File: src/ctlp_pkg.sv
// Shared types and constants for the controller entry line parser.
// Holds character codes, phase and status codes and the result beat type.
// No dependencies.
`timescale 1ns / 1ps
`default_nettype none

package ctlp_pkg;

    localparam int DEF_MAX_SLOTS = 32;

    // Configuration register indexes
    localparam int CFG_INDEX_W = 1;
    localparam logic [CFG_INDEX_W-1:0] CFG_SLOT_COUNT = 1'd0;
    localparam logic [CFG_INDEX_W-1:0] CFG_AXIS_MASK  = 1'd1;

    localparam int CFG_DATA_W  = 32;
    localparam int COUNT_W     = 6;
    localparam int MASK_W      = 32;

    // Character codes
    localparam logic [7:0] CHAR_NUL   = 8'h00;
    localparam logic [7:0] CHAR_BAR   = 8'h7c;
    localparam logic [7:0] CHAR_DOT   = 8'h2e;
    localparam logic [7:0] CHAR_COMMA = 8'h2c;
    localparam logic [7:0] CHAR_SPACE = 8'h20;
    localparam logic [7:0] CHAR_PLUS  = 8'h2b;
    localparam logic [7:0] CHAR_MINUS = 8'h2d;
    localparam logic [7:0] CHAR_ZERO  = 8'h30;
    localparam logic [7:0] CHAR_NINE  = 8'h39;

    // Largest magnitude an axis field may carry (2^31)
    localparam logic [34:0] LIMIT_MAG = 35'h0_8000_0000;

    // Parser phases
    localparam logic [2:0] PH_BETWEEN = 3'd0;
    localparam logic [2:0] PH_SPACES  = 3'd1;
    localparam logic [2:0] PH_SIGN    = 3'd2;
    localparam logic [2:0] PH_DIGITS  = 3'd3;
    localparam logic [2:0] PH_DONE    = 3'd4;
    localparam logic [2:0] PH_FAILED  = 3'd5;

    // Result status codes
    localparam logic [1:0] STATUS_SLOT = 2'd0;
    localparam logic [1:0] STATUS_LAST = 2'd1;
    localparam logic [1:0] STATUS_FAIL = 2'd2;

    typedef struct packed {
        logic [1:0]         status;
        logic [4:0]         slot;
        logic               slot_is_axis;
        logic               pressed;
        logic signed [31:0] axis_value;
    } result_t;

endpackage

`default_nettype wire

File: src/ctlp_parse.sv
// Per-character parser: line state registers and the single-pass next-state logic.
// Depends on ctlp_pkg.
`timescale 1ns / 1ps
`default_nettype none

module ctlp_parse #(
    parameter int MAX_SLOTS = ctlp_pkg::DEF_MAX_SLOTS
) (
    input  wire logic                          clk,
    input  wire logic                          rst_n,
    input  wire logic                          accept,
    input  wire logic [7:0]                    char_code,
    input  wire logic [ctlp_pkg::COUNT_W-1:0]  slot_count,
    input  wire logic [ctlp_pkg::MASK_W-1:0]   axis_slot_mask,
    output logic                               res_valid,
    output ctlp_pkg::result_t                  res
);
    import ctlp_pkg::*;

    localparam int POS_W = $clog2(MAX_SLOTS + 1);
    localparam int CMP_W = ((POS_W > COUNT_W) ? POS_W : COUNT_W) + 1;

    logic [POS_W-1:0] slot_pos_reg, slot_pos_next;
    logic [2:0]       phase_reg, phase_next;
    logic             neg_reg, neg_next;
    logic [31:0]      mag_reg, mag_next;

    logic [CMP_W-1:0] eff_count;
    logic [CMP_W-1:0] pos_ext;
    logic [CMP_W-1:0] fin_pos_ext;
    logic [POS_W-1:0] fin_pos;
    logic             fin_last;
    logic             cur_axis;
    logic             is_digit;
    logic [3:0]       digit_val;
    logic [34:0]      mag_ext;
    logic [34:0]      mag_x10;
    logic             go_fail;
    logic             go_finish;
    logic             fin_pressed;
    logic [31:0]      fin_value;

    // Effective slot count: zero acts as one, clamp at the slot limit
    always_comb
    begin
        if (slot_count == '0)
            eff_count = CMP_W'(1);
        else if (CMP_W'(slot_count) > CMP_W'(MAX_SLOTS))
            eff_count = CMP_W'(MAX_SLOTS);
        else
            eff_count = CMP_W'(slot_count);
    end

    assign pos_ext     = CMP_W'(slot_pos_reg);
    assign fin_pos     = slot_pos_reg + POS_W'(1);
    assign fin_pos_ext = CMP_W'(fin_pos);
    assign fin_last    = (fin_pos_ext >= eff_count);
    assign cur_axis    = (pos_ext < CMP_W'(32)) ? axis_slot_mask[pos_ext[4:0]] : 1'b0;

    assign is_digit  = (char_code >= CHAR_ZERO) && (char_code <= CHAR_NINE);
    assign digit_val = 4'(char_code - CHAR_ZERO);
    assign mag_ext   = 35'(mag_reg);
    assign mag_x10   = (mag_ext << 3) + (mag_ext << 1) + 35'(digit_val);

    always_comb
    begin
        slot_pos_next = slot_pos_reg;
        phase_next    = phase_reg;
        neg_next      = neg_reg;
        mag_next      = mag_reg;
        go_fail       = 1'b0;
        go_finish     = 1'b0;
        fin_pressed   = 1'b0;
        fin_value     = '0;

        if (char_code == CHAR_NUL)
        begin
            // End of line: fail a line still in progress, then rearm
            go_fail       = (phase_reg != PH_DONE) && (phase_reg != PH_FAILED);
            slot_pos_next = '0;
            phase_next    = PH_BETWEEN;
            neg_next      = 1'b0;
            mag_next      = '0;
        end
        else
        begin
            unique case (phase_reg) inside
                PH_BETWEEN, PH_SPACES:
                begin
                    if (phase_reg == PH_BETWEEN && char_code == CHAR_BAR)
                    begin
                        phase_next = PH_BETWEEN;
                    end
                    else if (phase_reg == PH_BETWEEN && !cur_axis)
                    begin
                        go_finish   = 1'b1;
                        fin_pressed = (char_code != CHAR_DOT);
                    end
                    else if (char_code == CHAR_SPACE)
                    begin
                        phase_next = PH_SPACES;
                    end
                    else if (char_code == CHAR_PLUS || char_code == CHAR_MINUS)
                    begin
                        neg_next   = (char_code == CHAR_MINUS);
                        phase_next = PH_SIGN;
                    end
                    else if (is_digit)
                    begin
                        phase_next = PH_DIGITS;
                        mag_next   = 32'(digit_val);
                    end
                    else
                    begin
                        go_fail = 1'b1;
                    end
                end
                PH_SIGN:
                begin
                    if (is_digit)
                    begin
                        phase_next = PH_DIGITS;
                        mag_next   = 32'(digit_val);
                    end
                    else
                    begin
                        go_fail = 1'b1;
                    end
                end
                PH_DIGITS:
                begin
                    if (char_code == CHAR_COMMA)
                    begin
                        go_finish = 1'b1;
                        fin_value = neg_reg ? (32'd0 - mag_reg) : mag_reg;
                    end
                    else if (is_digit && (mag_x10 <= LIMIT_MAG))
                    begin
                        mag_next = mag_x10[31:0];
                    end
                    else
                    begin
                        go_fail = 1'b1;
                    end
                end
                default:
                begin
                    // Line done or failed: drop bytes until end of line
                    phase_next = phase_reg;
                end
            endcase

            if (go_finish)
            begin
                slot_pos_next = fin_pos;
                neg_next      = 1'b0;
                mag_next      = '0;
                phase_next    = fin_last ? PH_DONE : PH_BETWEEN;
            end
            else if (go_fail)
            begin
                phase_next = PH_FAILED;
            end
        end
    end

    always_comb
    begin
        res_valid        = accept && (go_fail || go_finish);
        res.slot         = pos_ext[4:0];
        res.slot_is_axis = cur_axis;
        if (go_fail)
        begin
            res.status     = STATUS_FAIL;
            res.pressed    = 1'b0;
            res.axis_value = '0;
        end
        else
        begin
            res.status     = fin_last ? STATUS_LAST : STATUS_SLOT;
            res.pressed    = fin_pressed;
            res.axis_value = fin_value;
        end
    end

    always_ff @(posedge clk or negedge rst_n)
    begin
        if (!rst_n)
        begin
            slot_pos_reg <= '0;
            phase_reg    <= PH_BETWEEN;
            neg_reg      <= 1'b0;
            mag_reg      <= '0;
        end
        else if (accept)
        begin
            slot_pos_reg <= slot_pos_next;
            phase_reg    <= phase_next;
            neg_reg      <= neg_next;
            mag_reg      <= mag_next;
        end
    end

endmodule

`default_nettype wire

File: src/ctlp_skid.sv
// Result register with one skid entry, parting the parser from the output stall.
// Depends on ctlp_pkg.
`timescale 1ns / 1ps
`default_nettype none

module ctlp_skid (
    input  wire logic               clk,
    input  wire logic               rst_n,
    input  wire logic               push,
    input  ctlp_pkg::result_t       push_data,
    output logic                    full,
    output logic                    out_valid,
    input  wire logic               out_stall,
    output ctlp_pkg::result_t       out_data
);
    import ctlp_pkg::*;

    logic    out_valid_reg, out_valid_next;
    logic    skid_valid_reg, skid_valid_next;
    result_t out_data_reg, out_data_next;
    result_t skid_data_reg, skid_data_next;
    logic    out_take;

    assign out_take = out_valid_reg && !out_stall;

    always_comb
    begin
        out_valid_next  = out_valid_reg;
        skid_valid_next = skid_valid_reg;
        out_data_next   = out_data_reg;
        skid_data_next  = skid_data_reg;

        if (out_take || !out_valid_reg)
        begin
            if (skid_valid_reg)
            begin
                out_valid_next  = 1'b1;
                out_data_next   = skid_data_reg;
                skid_valid_next = 1'b0;
            end
            else
            begin
                out_valid_next = push;
                if (push)
                    out_data_next = push_data;
            end
        end
        else if (push)
        begin
            // Output held by a stall: park the new beat
            skid_valid_next = 1'b1;
            skid_data_next  = push_data;
        end
    end

    always_ff @(posedge clk or negedge rst_n)
    begin
        if (!rst_n)
        begin
            out_valid_reg  <= 1'b0;
            skid_valid_reg <= 1'b0;
        end
        else
        begin
            out_valid_reg  <= out_valid_next;
            skid_valid_reg <= skid_valid_next;
        end
    end

    always_ff @(posedge clk)
    begin
        out_data_reg  <= out_data_next;
        skid_data_reg <= skid_data_next;
    end

    assign full      = skid_valid_reg;
    assign out_valid = out_valid_reg;
    assign out_data  = out_data_reg;

endmodule

`default_nettype wire

File: src/controller_entry_line_parser_top.sv
// Controller entry line parser, top level: configuration registers, parser, result buffer.
// Depends on ctlp_pkg, ctlp_parse and ctlp_skid.
//
// Usage:
//   Input channel (in_valid / in_stall / char_code) carries one byte of a
//   controller log line per beat; byte 0 ends the line and rearms the parser.
//   Output channel (out_valid / out_stall / status, slot, slot_is_axis,
//   pressed, axis_value) carries one beat per finished slot, or one failure
//   beat per bad line. Many bytes give no beat at all.
//   Configuration: cfg_we with cfg_index selects slot_count (index 0) or
//   axis_slot_mask (index 1); write only while no beats are outstanding.
//   Throughput: one byte per cycle while in_stall is low. The per-byte work (classify,
//   multiply the magnitude by ten, compare to the limit) is short combinational
//   logic between the parser state registers and the result register.
//   Result path: a result beat is registered in the result register, or parked in
//   the skid entry while the output is stalled, before it shows on the output.
//   Stall: the result register plus one skid entry absorb a stalled output;
//   in_stall rises only when the skid entry is occupied.
//   Reset: slot_count returns to 1, the mask to all buttons, the parser to
//   slot 0 between slots, and both result entries are emptied.
`timescale 1ns / 1ps
`default_nettype none

module controller_entry_line_parser_top #(
    parameter int MAX_SLOTS = ctlp_pkg::DEF_MAX_SLOTS
) (
    input  wire logic                              clk,
    input  wire logic                              rst_n,
    // configuration write port
    input  wire logic                              cfg_we,
    input  wire logic [ctlp_pkg::CFG_INDEX_W-1:0]  cfg_index,
    input  wire logic [ctlp_pkg::CFG_DATA_W-1:0]   cfg_wdata,
    // byte input channel
    input  wire logic                              in_valid,
    output logic                                   in_stall,
    input  wire logic [7:0]                        char_code,
    // result channel
    output logic                                   out_valid,
    input  wire logic                              out_stall,
    output logic [1:0]                             status,
    output logic [4:0]                             slot,
    output logic                                   slot_is_axis,
    output logic                                   pressed,
    output logic signed [31:0]                     axis_value
);
    import ctlp_pkg::*;

    logic [COUNT_W-1:0] slot_count_reg;
    logic [MASK_W-1:0]  axis_mask_reg;
    logic               accept;
    logic               res_valid;
    result_t            res;
    result_t            out_data;
    logic               skid_full;

    // Configuration registers; no read-back
    always_ff @(posedge clk or negedge rst_n)
    begin
        if (!rst_n)
        begin
            slot_count_reg <= COUNT_W'(1);
            axis_mask_reg  <= '0;
        end
        else if (cfg_we)
        begin
            unique case (cfg_index)
                CFG_SLOT_COUNT: slot_count_reg <= cfg_wdata[COUNT_W-1:0];
                CFG_AXIS_MASK:  axis_mask_reg  <= cfg_wdata[MASK_W-1:0];
                default:        slot_count_reg <= slot_count_reg;
            endcase
        end
    end

    // Take a byte whenever the skid entry is free
    assign in_stall = skid_full;
    assign accept   = in_valid && !skid_full;

    ctlp_parse #(
        .MAX_SLOTS (MAX_SLOTS)
    ) u_parse (
        .clk            (clk),
        .rst_n          (rst_n),
        .accept         (accept),
        .char_code      (char_code),
        .slot_count     (slot_count_reg),
        .axis_slot_mask (axis_mask_reg),
        .res_valid      (res_valid),
        .res            (res)
    );

    ctlp_skid u_skid (
        .clk       (clk),
        .rst_n     (rst_n),
        .push      (res_valid),
        .push_data (res),
        .full      (skid_full),
        .out_valid (out_valid),
        .out_stall (out_stall),
        .out_data  (out_data)
    );

    assign status       = out_data.status;
    assign slot         = out_data.slot;
    assign slot_is_axis = out_data.slot_is_axis;
    assign pressed      = out_data.pressed;
    assign axis_value   = out_data.axis_value;

endmodule

`default_nettype wire
File: config.mk
export PLATFORM = sky130hd
export DESIGN_NAME = controller_entry_line_parser_top
export DESIGN_NICKNAME = d
export VERILOG_FILES = /design/src/ctlp_pkg.sv /design/src/ctlp_parse.sv /design/src/ctlp_skid.sv /design/src/controller_entry_line_parser_top.sv
export SDC_FILE = /design/constraint.sdc
export NUM_CORES = 1
export LEC_CHECK = 0
export BUFFER_PORTS_ARGS = -buffer_cell sky130_fd_sc_hd__buf_2
export CORE_ASPECT_RATIO = 0.9
export CORE_MARGIN = 3
export CORE_UTILIZATION = 50
export DETAILED_ROUTE_END_ITERATION = 8
export HOLD_SLACK_MARGIN = 0.05
export PLACE_DENSITY = 0.69
export RECOVER_POWER = 25
export SLEW_MARGIN = 20
export SYNTH_ARGS = -nofsm -noshare
export SYNTH_HDL_FRONTEND = slang
export SYNTH_HIERARCHICAL = 1
export SYNTH_SLANG_ARGS = --single-unit
File: constraint.sdc
create_clock -name clk -period 17.8 [get_ports clk]
set_clock_uncertainty 0.15 [all_clocks]
set_input_delay 1.78 -clock clk [delete_from_list [all_inputs] [get_ports clk]]
set_output_delay 1.78 -clock clk [all_outputs]
set_load 0.05 [all_outputs]
Yosys cells after proc, flatten, opt, wreduce, memory -nomap -nowiden:

Index checks and enable logic that the tools add are counted.

* output and inout bits: 43
* flip-flop bits (word level): 164
* input bits: 46
* memories kept: 0
* latch bits: 0
* ROM bits: 0
* word-level logic and storage cells: 153
* RAM bits: 0

* mux-type cells: 66
* equality and inequality tests: 21
* $mul: 0
* shift operators: 0
* $lt $le $gt $ge: 7
* add/subtract/negate cells: 5
* bitwise gates (word level): 2
* reductions and logical operators: 34
* div/mod/pow operators: 0

Operators with widths (number)
* 32-bit 2-to-1 mux: 13
* 32-bit one-hot mux with 3 select lines: 1
* 41-bit 2-to-1 mux: 2
* 35-bit by 33-bit adder with 35-bit output: 1
* 35-bit by 4-bit adder with 35-bit output: 1
* 35-bit by 32-bit less-or-equal comparator with 1-bit output, second input constant: 1
* 33-bit 2-to-1 mux: 1
* 8-bit by 6-bit equality test with 1-bit output, second input constant: 4
* 1-bit by 32-bit subtractor with 32-bit output, first input constant: 1
* 1-bit 2-to-1 mux: 31
* 3-bit 2-to-1 mux: 9
* 6-bit 2-to-1 mux: 4
* 4-bit by 3-bit inequality test with 1-bit output, second input constant: 6
* 2-bit AND reduction: 5
* 5-bit nonzero test: 2
* 3-bit by 2-bit inequality test with 1-bit output, second input constant: 3
* 8-bit by 7-bit equality test with 1-bit output, second input constant: 1
* 8-bit by 6-bit greater-or-equal comparator with 1-bit output, second input constant: 1
* 8-bit by 6-bit less-or-equal comparator with 1-bit output, second input constant: 1
* 1-bit logical AND: 8
* 8-bit zero test: 1
* 8-bit by 6-bit inequality test with 1-bit output, second input constant: 1
* 8-bit AND reduction: 1
* 6-bit by 1-bit adder with 6-bit output, second input constant: 1
* 24 further kinds: 35

Logic depth before layout (Yosys ltp):

* word-level depth: 14
* mapped depth: 17

Cells and area by module:

The synthesis kept the hierarchy.

Modules (own cells, without submodules)
* ctlp_parse: times used 1, area each 5723.0 um2, cells each 707
* ctlp_skid: times used 1, area each 3233.1 um2, cells each 134
* controller_entry_line_parser_top: times used 1, area each 1550.2 um2, cells each 83

Worst setup path before layout:

Ideal clock, no wire load.

* path type: input -> register
* start point: input port char_code[3]
* end point: register u_skid.out_data_reg (netlist bit u_skid/out_data[0]), enable pin
* slack: 10203 ps
* library setup time: 459 ps
* path buffers: 0
* stages on the path: 15
* required time: 17191 ps
* arrival time: 6988 ps
* cell sequence: inv_1 -> fa_1 -> fa_1 -> nor2b_1 -> o31ai_2 -> a211oi_1 -> o21ai_0 -> a21oi_1 -> xor2_1 -> a21oi_1 -> a31oi_1 -> o21ai_0 -> nor2_1 -> o221a_2 -> a2bb2oi_1

* word-level cells in the longest chain between the ends: 14
* elaborated cells on any way between the ends: 34
* classes of those cells: add/sub: 2; order compare: 3; eq/ne: 5; mux: 15; reduce/logical: 9

Ends and longest elaborated chain
* start, declared: line controller_entry_line_parser_top.sv:36 `input wire logic [7:0] char_code,`
* parallel branches: the longest is 10 deep, another holds 35-bit by 4-bit adder with 35-bit output
* 1-bit logical OR (*): line ctlp_parse.sv:169 `res_valid = accept && (go_fail || go_finish);`
* 1-bit logical AND (*): line ctlp_parse.sv:169
* via res_valid: line controller_entry_line_parser_top.sv:51 `logic res_valid;`
* 2-bit nonzero test (no line) (*)
* 2-bit AND reduction (no line) (*)
* end signal, assigned: line ctlp_skid.sv:72 `out_data_reg <= out_data_next;`
* end, declared: line ctlp_skid.sv:20 `result_t out_data_reg, out_data_next;`

Mark *: on every way through the listed nets, which the timed path passes. The select of a mux whose other input is x is not followed.
A chain may end at the register's enable or synchronous reset.

Final worst setup path:

* start point: input port char_code[3]
* end point: register u_skid/skid_data_reg[19] in the netlist's numbering, enable pin

* word-level cells in the longest chain between the ends: 13
* elaborated cells on any way between the ends: 33
* classes of those cells: add/sub: 2; order compare: 3; eq/ne: 5; mux: 15; reduce/logical: 8

Ends and longest elaborated chain
* parallel branches: the longest is 10 deep, another holds 35-bit by 4-bit adder with 35-bit output
* 1-bit logical OR (*): line ctlp_parse.sv:169
* 1-bit logical AND (*): line ctlp_parse.sv:169
* via res_valid: line controller_entry_line_parser_top.sv:51
* 2-bit AND reduction (no line) (*)
* end signal, assigned: line ctlp_skid.sv:73 `skid_data_reg <= skid_data_next;`
* end, declared: line ctlp_skid.sv:21 `result_t skid_data_reg, skid_data_next;`

Marked as above.

==> impl_metrics.sql <==
INSERT INTO impl_metrics (metric_group, metric, value, unit) VALUES
('clock_tree', 'tritoncts', 'yes', ''),
('die', 'fp.dieW', '158.8', 'um'),
('worst_setup_path', 'timing.reg2reg.worst_path_depth', '15', ''),
('drt', 'initialDrtViolationCount', '638', ''),
('worst_setup_path', 'cp_num_buf_inv', '2', ''),
('yosys', 'synth_area', '10510', 'um2'),
('drt', 'totalWireLength', '22.54', 'mm'),
('placed_design', 'routabilityCongestion', '0.9135', ''),
('worst_setup_path', 'cpMaxStageDelayCell', 'sky130_fd_sc_hd__and3_2', ''),
('timing', 'tns', '0', 'ps'),
('timing', 'layout_worst_path_cycle_share', '38.95', '%'),
('worst_setup_path', 'crit_required', '17710', 'ps'),
('yosys', 'synth_async_sr_flop_share', '50.00', '%'),
('worst_setup_path', 'ff_to_ff_end', 'u_skid/skid_data_reg[19]$_DFFE_PP_', ''),
('clock_tree', 'cts_sinks', '164', ''),
('global_routing', 'via_count_of_the_first_global_routing_pass', '6919', ''),
('placed_design', 'post-dp-hpwl', '16.78', 'mm'),
('power', 'power.static_leakage', '5.211', 'nW'),
('yosys', 'synth_enable_flop_cells', '82', ''),
('worst_setup_path', 'critical_path_arrival', '6840', 'ps'),
('yosys', 'synth_seq_cells', '164', ''),
('yosys', 'netlist_top_cells_count', 'sky130_fd_sc_hd__edfxtp_1 (82), sky130_fd_sc_hd__dfrtp_1 (81), sky130_fd_sc_hd__ha_1 (71), sky130_fd_sc_hd__nand2_1 (69), sky130_fd_sc_hd__mux2_4 (67)', ''),
('clock_tree', 'worst_skew_pair.late_latency', '430', 'ps'),
('global_routing', 'gr-total-overflow', '0', ''),
('worst_setup_path', 'timing.critical_path.fanout_max', '41', ''),
('drt', 'route.detailed.wl_per_inst', '17.62', 'um'),
('min_path', 'whs_path_depth', '1', ''),
('drt', 'remaining_drcs', '0', ''),
('worst_setup_path', 'critPathCaptureType', 'flip-flop', ''),
('clock_tree', 'cts.hold.buffers_added', '0', ''),
('min_path', 'hold_path_end', 'axis_mask_reg[31]$_DFFE_PN0P_', ''),
('placed_design', 'place.detailed.instances', '1246', ''),
('worst_setup_path', 'critical_path.reg2reg.startpoint', 'u_parse/mag_reg[0]$_DFFE_PN0P_', ''),
('cells_and_area', 'layout.cells.non_filler', '1279', ''),
('drt', 'num_vias', '7464', ''),
('run_status', 'violations', 'capacitance limit, slew limit', ''),
('die', 'initial_core_util', '51.77', '%'),
('yosys', 'ys_types', '80', ''),
('run_status', 'run_status', 'finished, violations left', ''),
('drt', 'antenna_left', '0', ''),
('worst_setup_path', 'setup.worst_path.start_class', 'primary input', ''),
('global_routing', 'initial_antenna_violation_count', '0', ''),
('drt', 'detailedRoute.firstPassIterationCount', '5', ''),
('clock_tree', 'ctsRootBufferMaster', 'sky130_fd_sc_hd__clkbuf_16', ''),
('min_path', 'timing.hold.worst.class', 'reg2reg', ''),
('cells_and_area', 'final_nets', '1105', ''),
('drt', 'vias_per_cell', '5.836', ''),
('worst_setup_path', 'cp_cell_sequence', 'buf_2 -> inv_1 -> fa_1 -> fa_1 -> nor2b_1 -> o31ai_2 -> a211oi_1 -> o21ai_0 -> a21oi_1 -> xor2_1 -> a21oi_1 -> a31oi_1 -> o21ai_0 -> nor2_1 -> o221a_2 -> and3_2', ''),
('cells_and_area', 'layout-drive-gt1-share', '22.72', '%'),
('yosys', 'yosysMostFrequentCell', 'sky130_fd_sc_hd__edfxtp_1', ''),
('die', 'floorplan.die.height', '143.5', 'um'),
('timing', 'worst_slew_margin', '-186.1', '%'),
('yosys', 'seq_area_frac_synth', '42.98', '%'),
('worst_setup_path', 'max_stage_delay', '810', 'ps'),
('clock_tree', 'cts_resized', '0', ''),
('worst_setup_path', 'worst_path_dominant_cell_family', 'compound AO/OA/AOI/OAI gates', ''),
('global_routing', 'grt.total_usage', '19.57', '%'),
('yosys', 'netlist_instances', '924', ''),
('timing', 'timing.final.max_slew_violations', '129', ''),
('yosys', 'synth_warnings', '6', ''),
('timing', 'hold_violations', '0', ''),
('cells_and_area', 'antenna_cells', '0', ''),
('flow_run', 'cap_viol_max_count', '2', ''),
('yosys', 'synth.net_count', '1043', ''),
('timing', 'finalSetupViolations', '0', ''),
('yosys', 'synth.top_cell.area_share', '23.44', '%'),
('global_routing', 'global_route_wire_length_before_repair', '36.54', 'mm'),
('timing', 'layout_min_cycle_time', '6933', 'ps'),
('min_path', 'hold_sp', 'axis_mask_reg[31]$_DFFE_PN0P_', ''),
('timing', 'max_slew.worst_pin.slew', '4292', 'ps'),
('clock_tree', 'cts.reportedPaths.clkPinSlew', '70', 'ps');
-- placed cells by master (no fill, tap or decap), types with 5 or more instances in the layout --
cell type	count
sky130_fd_sc_hd__buf_2	87
sky130_fd_sc_hd__ha_1	71
sky130_fd_sc_hd__nand3_1	20
sky130_fd_sc_hd__nor2b_1	5
sky130_fd_sc_hd__o41ai_1	5
sky130_fd_sc_hd__a21oi_1	50
sky130_fd_sc_hd__clkbuf_16	17
sky130_fd_sc_hd__edfxtp_1	82
sky130_fd_sc_hd__xor2_1	37
sky130_fd_sc_hd__o2bb2ai_1	6
sky130_fd_sc_hd__and3_1	6
sky130_fd_sc_hd__nor3_1	10
sky130_fd_sc_hd__mux2_2	10
sky130_fd_sc_hd__xnor2_1	20
sky130_fd_sc_hd__o21ai_0	38
sky130_fd_sc_hd__nand2b_1	6
sky130_fd_sc_hd__a211oi_1	6
sky130_fd_sc_hd__mux2_4	65
sky130_fd_sc_hd__clkinv_8	6
sky130_fd_sc_hd__nand2_1	69
sky130_fd_sc_hd__dfrtp_1	80
sky130_fd_sc_hd__mux4_2	10
sky130_fd_sc_hd__o21a_1	6
sky130_fd_sc_hd__a32o_1	5
sky130_fd_sc_hd__nor2_1	66
sky130_fd_sc_hd__a21o_1	10
sky130_fd_sc_hd__o31ai_1	6
sky130_fd_sc_hd__o211ai_1	6
sky130_fd_sc_hd__inv_1	21
sky130_fd_sc_hd__inv_6	5
sky130_fd_sc_hd__nor4_1	8
sky130_fd_sc_hd__mux2_1	6
sky130_fd_sc_hd__a22o_1	23
sky130_fd_sc_hd__nand4_1	15
sky130_fd_sc_hd__or3_1	15
-- area by class of cell --
type                            instances  area, um2
Clock buffer                           17      425.4
Clock inverter                         15      191.4
Fill cell                            1659       8635
Inverter                               21      78.83
Multi-Input combinational cell        691       5618
Sequential cell                       164       4517
Tap cell                              280      350.3
Timing Repair Buffer                   91      478.0
-- worst register-to-register path, stage by stage, from the launching register on --
cell and delay (ps):
sky130_fd_sc_hd__dfrtp_1 460, sky130_fd_sc_hd__inv_1 190, sky130_fd_sc_hd__fa_1 530, sky130_fd_sc_hd__fa_1 470, sky130_fd_sc_hd__nor2b_1 250, sky130_fd_sc_hd__o31ai_2 130
sky130_fd_sc_hd__a211oi_1 680, sky130_fd_sc_hd__o21ai_0 260, sky130_fd_sc_hd__a21oi_1 210, sky130_fd_sc_hd__xor2_1 220, sky130_fd_sc_hd__a21oi_1 70, sky130_fd_sc_hd__a31oi_1 390
sky130_fd_sc_hd__o21ai_0 290, sky130_fd_sc_hd__nor2_1 220, sky130_fd_sc_hd__o221a_2 300, sky130_fd_sc_hd__and3_2 820
-- metrics by stage --
step | area, um2 | total power [mW] | hold slack [ps] | utilization, % | setup WS, ps
finish | 11660 | 1.365 | 357.4 | 57.45 | 10870
global route | 11660 | 1.435 | 375.0 | 57.45 | 10560
CTS | 11650 | 1.365 | 358.2 | 57.39 | 10910
detailed placement | 11030 | 0.9902 | 342.1 | 54.35 | 10490
global placement | 11030 | 0.9854 | 326.9 | 54.35 | 10630
floorplan | 10510 | 0.8992 | 308.9 | - | 10200
-- how the worst max path moves through the flow --
stage               cells past startpoint                                 end         start
floorplan                              15        u_skid/out_data[0]$_DFFE_PP_  char_code[3]
global placement                       14  u_skid/skid_data_reg[25]$_DFFE_PP_  char_code[3]
detailed placement                     16       u_skid/out_data[27]$_DFFE_PP_  char_code[3]
CTS                                    16       u_skid/out_data[19]$_DFFE_PP_  char_code[3]
global route                           16  u_skid/skid_data_reg[21]$_DFFE_PP_  char_code[3]
finish                                 16  u_skid/skid_data_reg[19]$_DFFE_PP_  char_code[3]
-- cell families (layout without fill, tap and decap cells) --
group                    Yosys count  in the layout  share of synthesized area, %
multiplexers                      95             95                         13.60
XOR/XNOR                          57             57                         4.752
buffers and inverters             69            144                         3.787
adder cells (fa/ha/maj)           73             73                         8.836
AND/OR/NAND/NOR                  250            250                         11.77
AO/OA/AOI/OAI                    216            216                         14.28
flip-flops                       164            164                         42.98
-- power by group --
part | internal (mW) | switching [mW] | leakage, nW | total, mW
clock | 0.192 | 0.177 | 0.299 | 0.370
sequential | 0.480 | 0.0550 | 1.79 | 0.535
combinational | 0.176 | 0.284 | 3.12 | 0.460
-- per-layer routing --
| layer | global-route usage (%) | wire length [um] |
|---|---|---|
| met2 | 26.70 | 9140 |
| met5 | 0 | 0 |
| met3 | 4.294 | 1467 |
| met4 | 4.975 | 302 |
| met1 | 31.22 | 11630 |
No activity file was read; power rests on OpenSTA's default activity.
